$ cat config.mk
export PLATFORM = sky130hd
export DESIGN_NAME = gpio_register_block_top
export DESIGN_NICKNAME = d
export VERILOG_FILES = /design/src/rtl/core/gpiorb_pkg.sv /design/src/rtl/core/gpio_register_block_top.sv
export SDC_FILE = /design/constraint.sdc
export NUM_CORES = 2
export LEC_CHECK = 0
export BUFFER_PORTS_ARGS = -buffer_cell sky130_fd_sc_hd__buf_4
export CORE_ASPECT_RATIO = 2
export CORE_UTILIZATION = 55
export DETAILED_ROUTE_END_ITERATION = 8
export PLACE_DENSITY = 0.69
export SYNTH_ARGS = -nofsm -noshare
export SYNTH_HDL_FRONTEND = slang
export SYNTH_SLANG_ARGS = --single-unit
$ cat constraint.sdc
create_clock -name i_clk -period 10.2 [get_ports i_clk]
set_clock_uncertainty 0.05 [all_clocks]
set_input_delay 2.04 -clock i_clk [delete_from_list [all_inputs] [get_ports i_clk]]
set_output_delay 2.04 -clock i_clk [all_outputs]
set_load 0.05 [all_outputs]
$ cat src/rtl/core/gpiorb_pkg.sv
package gpiorb_pkg;

    localparam logic [1:0] OP_READ  = 2'd0;
    localparam logic [1:0] OP_WRITE = 2'd1;
    localparam logic [1:0] OP_EVENT = 2'd2;

    typedef enum logic [2:0] {
        K_NONE   = 3'd0,
        K_SELECT = 3'd1,
        K_SET    = 3'd2,
        K_CLEAR  = 3'd3,
        K_LEVEL  = 3'd4,
        K_STORE  = 3'd5
    } t_kind;

    localparam logic [2:0] FN_INPUT  = 3'd0;
    localparam logic [2:0] FN_OUTPUT = 3'd1;

    localparam int MAX_PINS   = 64;
    localparam int FSEL_WORDS = 6;
    localparam int FSEL_PINS  = 60;
    localparam int STORE_WORDS = 17;

    localparam logic [7:0] OFF_SEL_LAST = 8'h14;
    localparam logic [7:0] OFF_SET0     = 8'h1c;
    localparam logic [7:0] OFF_SET1     = 8'h20;
    localparam logic [7:0] OFF_CLR0     = 8'h28;
    localparam logic [7:0] OFF_CLR1     = 8'h2c;
    localparam logic [7:0] OFF_LVL0     = 8'h34;
    localparam logic [7:0] OFF_LVL1     = 8'h38;

    localparam logic [7:0] STORE_OFFSETS [STORE_WORDS] = '{
        8'h40, 8'h44, 8'h4c, 8'h50, 8'h58, 8'h5c, 8'h64, 8'h68, 8'h70,
        8'h74, 8'h7c, 8'h80, 8'h88, 8'h8c, 8'h94, 8'h98, 8'h9c
    };

    localparam int IN_DATA_W  = 104;
    localparam int IN_USED_W  = 101;
    localparam int OUT_DATA_W = 88;
    localparam int HI_W       = 22;

endpackage

$ cat src/rtl/core/gpio_register_block_top.sv
// Channel  | Dir | tdata (lowest bit up)                                  | tuser
// s_axis   | in  | offset 8, write_data 32, pin 6, pin_level 1,           | operation 2
//          |     | host_levels_low 32, host_levels_high 22, pad 3         |
// m_axis   | out | read_data 32, out_state_low 32, out_state_high 22, pad 2 | bad_offset 1
//
// One beat per cycle while m_axis is not stalled; each beat is registered at input and at output.
// Each beat is decoded and applied in combinational logic between the input register and
// the result register; all per-pin updates are parallel bitwise logic.
// Synchronous active-low reset clears the pin state and the valid flags.
// A stalled m_axis holds its beat; s_axis keeps taking beats while the input
// register can move forward.
module gpio_register_block_top
    import gpiorb_pkg::*;
#(
    parameter int PIN_COUNT = 54
) (
    input  logic                  i_clk,
    input  logic                  i_rst_n,
    input  logic                  i_s_axis_tvalid,
    output logic                  o_s_axis_tready,
    input  logic [IN_DATA_W-1:0]  i_s_axis_tdata,  // offset, write_data, pin, pin_level, host_lo, host_hi
    input  logic [1:0]            i_s_axis_tuser,  // operation
    output logic                  o_m_axis_tvalid,
    input  logic                  i_m_axis_tready,
    output logic [OUT_DATA_W-1:0] o_m_axis_tdata,  // read_data, out_state_low, out_state_high
    output logic                  o_m_axis_tuser   // bad_offset
);

    logic                 r_in_valid;
    logic [1:0]           r_in_op;
    logic [IN_USED_W-1:0] r_in_data;
    logic                  r_out_valid;
    logic [OUT_DATA_W-1:0] r_out_data;
    logic                  r_out_bad;

    logic [31:0] r_fsel [FSEL_WORDS];
    logic [31:0] r_dp   [STORE_WORDS];
    logic [MAX_PINS-1:0] r_set;
    logic [MAX_PINS-1:0] r_clr;
    logic [MAX_PINS-1:0] r_lvl;
    logic [MAX_PINS-1:0] r_pout;

    logic [31:0] n_fsel [FSEL_WORDS];
    logic [MAX_PINS-1:0] n_set_w;
    logic [MAX_PINS-1:0] n_clr_w;
    logic [MAX_PINS-1:0] n_set;
    logic [MAX_PINS-1:0] n_clr;
    logic [MAX_PINS-1:0] n_lvl;
    logic [MAX_PINS-1:0] n_pout;

    logic        advance;
    logic        fire;
    logic [7:0]  f_off;
    logic [31:0] f_wdata;
    logic [5:0]  f_pin;
    logic        f_lvl;
    logic [31:0] f_hlo;
    logic [HI_W-1:0] f_hhi;

    t_kind       kind;
    logic [4:0]  idx;
    logic        wr_ok;
    logic [2:0]  fn [MAX_PINS];
    logic [MAX_PINS-1:0] is_in;
    logic [MAX_PINS-1:0] is_out;
    logic [MAX_PINS-1:0] host;
    logic [MAX_PINS-1:0] lvl_copy;
    logic [MAX_PINS-1:0] act_set;
    logic [MAX_PINS-1:0] act_clr;
    logic [MAX_PINS-1:0] ev_mask;
    logic [31:0] rd;
    logic        bad;

    assign advance         = !r_out_valid || i_m_axis_tready;
    assign fire            = r_in_valid && advance;
    assign o_s_axis_tready = !r_in_valid || advance;

    assign f_off   = r_in_data[7:0];
    assign f_wdata = r_in_data[39:8];
    assign f_pin   = r_in_data[45:40];
    assign f_lvl   = r_in_data[46];
    assign f_hlo   = r_in_data[78:47];
    assign f_hhi   = r_in_data[100:79];

    always_comb begin
        kind = K_NONE;
        idx  = 5'd0;
        if (f_off <= OFF_SEL_LAST && f_off[1:0] == 2'b00) begin
            kind = K_SELECT;
            idx  = {2'b00, f_off[4:2]};
        end else if (f_off == OFF_SET0 || f_off == OFF_SET1) begin
            kind = K_SET;
            idx  = {4'd0, f_off == OFF_SET1};
        end else if (f_off == OFF_CLR0 || f_off == OFF_CLR1) begin
            kind = K_CLEAR;
            idx  = {4'd0, f_off == OFF_CLR1};
        end else if (f_off == OFF_LVL0 || f_off == OFF_LVL1) begin
            kind = K_LEVEL;
            idx  = {4'd0, f_off == OFF_LVL1};
        end else begin
            for (int i = 0; i < STORE_WORDS; i++) begin
                if (STORE_OFFSETS[i] == f_off) begin
                    kind = K_STORE;
                    idx  = 5'(i);
                end
            end
        end
    end

    assign wr_ok = (r_in_op == OP_WRITE) && (kind != K_NONE) && (kind != K_LEVEL);

    always_comb begin
        n_fsel  = r_fsel;
        n_set_w = r_set;
        n_clr_w = r_clr;
        if (wr_ok) begin
            case (kind)
                K_SELECT: n_fsel[idx[2:0]] = f_wdata;
                K_SET: begin
                    if (idx[0]) n_set_w[63:32] = f_wdata;
                    else        n_set_w[31:0]  = f_wdata;
                end
                K_CLEAR: begin
                    if (idx[0]) n_clr_w[63:32] = f_wdata;
                    else        n_clr_w[31:0]  = f_wdata;
                end
                default: ;
            endcase
        end
    end

    for (genvar g = 0; g < MAX_PINS; g++) begin : g_pin
        if (g < FSEL_PINS) begin : g_sel
            assign fn[g] = n_fsel[g / 10][3 * (g % 10) +: 3];
        end else begin : g_nosel
            assign fn[g] = FN_INPUT;
        end
        assign is_in[g]  = (g < PIN_COUNT) && (fn[g] == FN_INPUT);
        assign is_out[g] = (g < PIN_COUNT) && (fn[g] == FN_OUTPUT);
    end

    assign host     = {10'd0, f_hhi, f_hlo};
    assign lvl_copy = (r_lvl & ~is_in) | (host & is_in);
    assign act_set  = n_set_w & is_out;
    assign act_clr  = n_clr_w & ~n_set_w & is_out;
    assign ev_mask  = is_in[f_pin] ? (64'd1 << f_pin) : 64'd0;

    always_comb begin
        n_set  = r_set;
        n_clr  = r_clr;
        n_pout = r_pout;
        n_lvl  = r_lvl;
        rd     = 32'd0;
        bad    = 1'b0;
        case (r_in_op)
            OP_READ: begin
                n_lvl = lvl_copy;
                case (kind)
                    K_SELECT: rd = r_fsel[idx[2:0]];
                    K_LEVEL:  rd = idx[0] ? lvl_copy[63:32] : lvl_copy[31:0];
                    K_STORE:  rd = r_dp[idx];
                    default:  bad = 1'b1;
                endcase
            end
            OP_WRITE: begin
                if (wr_ok) begin
                    n_set  = n_set_w & ~act_set;
                    n_clr  = n_clr_w & ~act_clr;
                    n_pout = (r_pout | act_set) & ~act_clr;
                end else begin
                    bad = 1'b1;
                end
            end
            OP_EVENT: n_lvl = (r_lvl & ~ev_mask) | (f_lvl ? ev_mask : 64'd0);
            default: ;
        endcase
    end

    always_ff @(posedge i_clk) begin
        if (!i_rst_n) begin
            r_in_valid  <= 1'b0;
            r_out_valid <= 1'b0;
            r_set       <= '0;
            r_clr       <= '0;
            r_lvl       <= '0;
            r_pout      <= '0;
            for (int i = 0; i < FSEL_WORDS; i++) r_fsel[i] <= '0;
            for (int i = 0; i < STORE_WORDS; i++) r_dp[i] <= '0;
        end else begin
            if (i_s_axis_tvalid && o_s_axis_tready) begin
                r_in_valid <= 1'b1;
            end else if (advance) begin
                r_in_valid <= 1'b0;
            end
            if (fire) begin
                r_out_valid <= 1'b1;
            end else if (i_m_axis_tready) begin
                r_out_valid <= 1'b0;
            end
            if (fire) begin
                r_fsel <= n_fsel;
                r_set  <= n_set;
                r_clr  <= n_clr;
                r_lvl  <= n_lvl;
                r_pout <= n_pout;
                if (wr_ok && kind == K_STORE) r_dp[idx] <= f_wdata;
            end
        end
    end

    always_ff @(posedge i_clk) begin
        if (i_s_axis_tvalid && o_s_axis_tready) begin
            r_in_op   <= i_s_axis_tuser;
            r_in_data <= i_s_axis_tdata[IN_USED_W-1:0];
        end
        if (fire) begin
            r_out_data <= {2'b00, n_pout[53:32], n_pout[31:0], rd};
            r_out_bad  <= bad;
        end
    end

    assign o_m_axis_tvalid = r_out_valid;
    assign o_m_axis_tdata  = r_out_data;
    assign o_m_axis_tuser  = r_out_bad;

endmodule

==> results.py <==
metrics = {
    "run_status": {
        "status": "finished, violations left",
        "violations": "max-capacitance violations, max-slew violations",
    },
    "cells_and_area": {
        "fin_util": 0.621,
        "fillCellCount": 9678,
        "fin_nets": 6581,
        "final_cell_mix": "edfxtp_1 (982), nand2_1 (951), and2_1 (573)",
        "area_delta_synth_final_pct": 11.6,
        "final_common_cell": "edfxtp_1",
        "drive_above_1_share": 0.118,
    },
    "drt": {
        "vias_per_cell": 6.46,
        "drc_errors": 0,
        "routed_wl_um": 246000,
        "vias": 52600,
        "ant_nets": 0,
        "post_drt_wl_per_cell_um": 30.3,
        "drt_iter0_markers": 5839,
        "first_pass_iters": 9,
    },
    "sta": {
        "hold_violations": 0,
        "min_period_ns": 6.60,
        "worst_pin_slew_ns": 1.46,
        "rsz0062_at_grt": "no",
        "relSlewSlack": -0.00298,
        "fmax_mhz": 152,
        "setup_viol": 0,
        "setup_ws_ns": 3.60,
        "fin_tns_setup_ns": 0,
        "timing.hold.ws_ns": 0.402,
        "post-route-period-util": 0.647,
        "drv_slew": 1,
    },
    "power_and_ir_drop": {
        "ir_worst_vdd_mv": 0.150,
        "switching_share": 0.244,
        "p_per_area_nw_per_um2": 160,
        "power_frac_seq": 0.532,
        "p_clk_frac": 0.393,
        "switchingPower_mw": 2.91,
        "power.total_mw": 11.9,
        "power.internal_mw": 9.03,
        "pwr-share-comb": 0.074,
        "leakagePower_nw": 26.0,
    },
    "synth": {
        "syn_area_sq_um": 67000,
        "yosys-top-cells-area": "edfxtp_1 (44%), dfxtp_1 (13%), mux2i_1 (7.2%), and2_1 (5.4%), nand2_1 (5.3%)",
        "synth_cell_types": 102,
        "netlist.area_leader.share": 0.440,
        "synth_ff_type": "edfxtp_1",
        "synth-async-reset-ratio": 0,
        "synth_edf_count": 982,
        "yosysWarnings": 0,
        "syn_area_per_cell_sq_um": 10.7,
        "seq_area_frac_synth": 0.565,
        "ys_ff_latch": 1402,
        "post-synth-top-area-cell": "edfxtp_1",
        "netlist_instances": 6274,
    },
    "worst_setup_path": {
        "cpPeakStageDelay_ns": 1.24,
        "cpMostUsedCell": "and2_1",
        "end_kind": "flop",
        "slowest_stage": "nor2_4",
        "crit_chain": "inv_1, a221oi_1, o21ai_0, and2_1, a21o_2, nor2_2, buf_4, nand3_1, nor2_4, and2_1",
        "cpLargestDelayFamily": "simple AND/OR/NAND/NOR gates",
        "critPathKind": "flop to flop",
        "crit_required_ns": 10.79,
        "cp-start-kind": "flop",
        "cp.buffers_inverters": 2,
        "cp_max_fo": 32,
        "arrival_ns": 7.18,
    },
    "cts": {
        "post-cts-setup-buffer-count": 0,
        "hold_buffers": 0,
        "clkTransAtPathRegs_ns": 0.07,
        "worst_skew_pair.late_latency_ns": 0.80,
        "root_buffer": "clkbuf_16",
        "cts_buffer_depth": 3,
        "numCtsBuffers": 120,
        "cts_tree": "built",
        "numClockSinks": 1402,
        "ctsResizeCount": 0,
        "htree_levels": 3,
    },
    "place": {
        "place_hpwl_um": 159000,
        "gp_congestion": 1.04,
        "io_buffer_count": 195,
        "dp_slack_ns": 3.86,
    },
    "worst_hold_path": {
        "hp-class": "flop to flop",
    },
    "run": {
        "cap_violations": 3,
    },
    "floorplanning": {
        "core_sq_um": 120000,
        "initial_core_util": 0.556,
        "die_y_um": 496,
        "die_x_um": 249,
        "die-area_sq_um": 123000,
        "rows": 180,
        "io_pins": 201,
    },
    "global_route": {
        "grt_usage": 0.395,
        "grt_max_degree": 153,
        "grt_pass1_vias": 50000,
        "antenna_found_initial": 24,
        "grt_pass1_wl_um": 347000,
        "grt-ovfl-total": 0,
    },
}
-- final cells by class --
class                           count  area, sq um  area share
Clock buffer                      171         3390      0.0453
Antenna cell                        7         17.5    0.000234
Multi-Input combinational cell   4466        27800       0.371
Sequential cell                  1402        37900       0.506
Inverter                          106          408     0.00545
Timing Repair Buffer              375         2880      0.0384
Clock inverter                     57          549     0.00734
Tap cell                         1547         1940      0.0259
-- logic make-up (layout without fill, tap and decap cells) --
kind of cell | count (synthesis) | after routing | share of synthesized area
xor gates and xnor gates | 3 | 3 | 0.000392
muxes | 577 | 577 | 0.0957
other | 1 | 257 | 0.0000559
AOI/OAI and AO/OA | 1259 | 1259 | 0.123
DFF | 1402 | 1402 | 0.565
buffers and inverters | 655 | 709 | 0.0426
and+or+nand+nor | 2377 | 2377 | 0.173
-- per-stage QoR --
step | cells | area, sq um
after floorplan | 6523 | 68000
after CTS | 8119 | 74700
after global placement | 7891 | 70800
final | 8131 | 74800
after global routing | 8127 | 74800
after detailed placement | 7891 | 70800
-- routing by layer --
metal / part of all wire / up-vias / routed length, um / global-route usage
met2: 0.47 / 2963 / 116000 / 0.641
met5: 0.00056 / - / 138 / 0
met3: 0.091 / 975 / 22400 / 0.102
li1: - / 22900 / - / -
met4: 0.11 / 22 / 27000 / 0.378
met1: 0.33 / 25700 / 80600 / 0.418
-- sequential cells by signal, summed over array words and instances, names as in the netlist, named ones only --
| register | count |
|---|---|
| r_fsel | 192 |
| r_clr | 54 |
| r_set | 54 |
| o_m_axis_tvalid | 1 |
| r_in_valid | 1 |
| o_m_axis_tdata | 86 |
| r_in_op | 2 |
| r_dp | 792 |
| o_m_axis_tuser | 1 |
| r_pout | 54 |
| r_in_data | 101 |
| r_lvl | 10 |
-- synthesized netlist by cell type (all sizes together) (46+ instances only) --
| cell | count |
|---|---|
| and2 | 577 |
| o21a | 61 |
| clkbuf | 385 |
| inv | 105 |
| mux2 | 51 |
| nand2 | 953 |
| mux4 | 46 |
| edfxtp | 982 |
| nor3 | 163 |
| nand4 | 51 |
| mux2i | 480 |
| nand3 | 255 |
| dfxtp | 420 |
| a311oi | 49 |
| a31oi | 63 |
| buf | 164 |
| o21ai | 165 |
| o22ai | 55 |
| a21oi | 473 |
| nor2 | 214 |
-- worst register-to-register path, delay by kind of cell, from the launching register on --
kind            cells  cell delay, ns
simple gates        5            3.70
compound gates      3            1.09
flops               1            0.95
buf+inv             2            0.69
-- power by group through the flow --
stage | clock network, mW | logic (mW) | registers (mW)
floorplan | 0 | 0.458 | 6.53
global placement | 0 | 0.857 | 6.47
detailed placement | 0 | 0.867 | 6.48
CTS | 4.72 | 0.870 | 6.35
global route | 4.90 | 0.922 | 6.37
finish | 4.69 | 0.889 | 6.36
-- path summary, 6_finish.rpt --
kind	start	to	slack (ns)	cells after the start
min	r_set[49]$_SDFFE_PN0P_	r_set[49]$_SDFFE_PN0P_	0.40	2
max	r_in_data[2]$_DFFE_PP_	r_dp[6][9]$_SDFFCE_PN0P_	3.60	10
max reg2reg	r_in_data[2]$_DFFE_PP_	r_dp[6][9]$_SDFFCE_PN0P_	3.60	10
min reg2reg	r_set[49]$_SDFFE_PN0P_	r_set[49]$_SDFFE_PN0P_	0.40	2
Note: power is estimated with default switching activity, not from simulation.
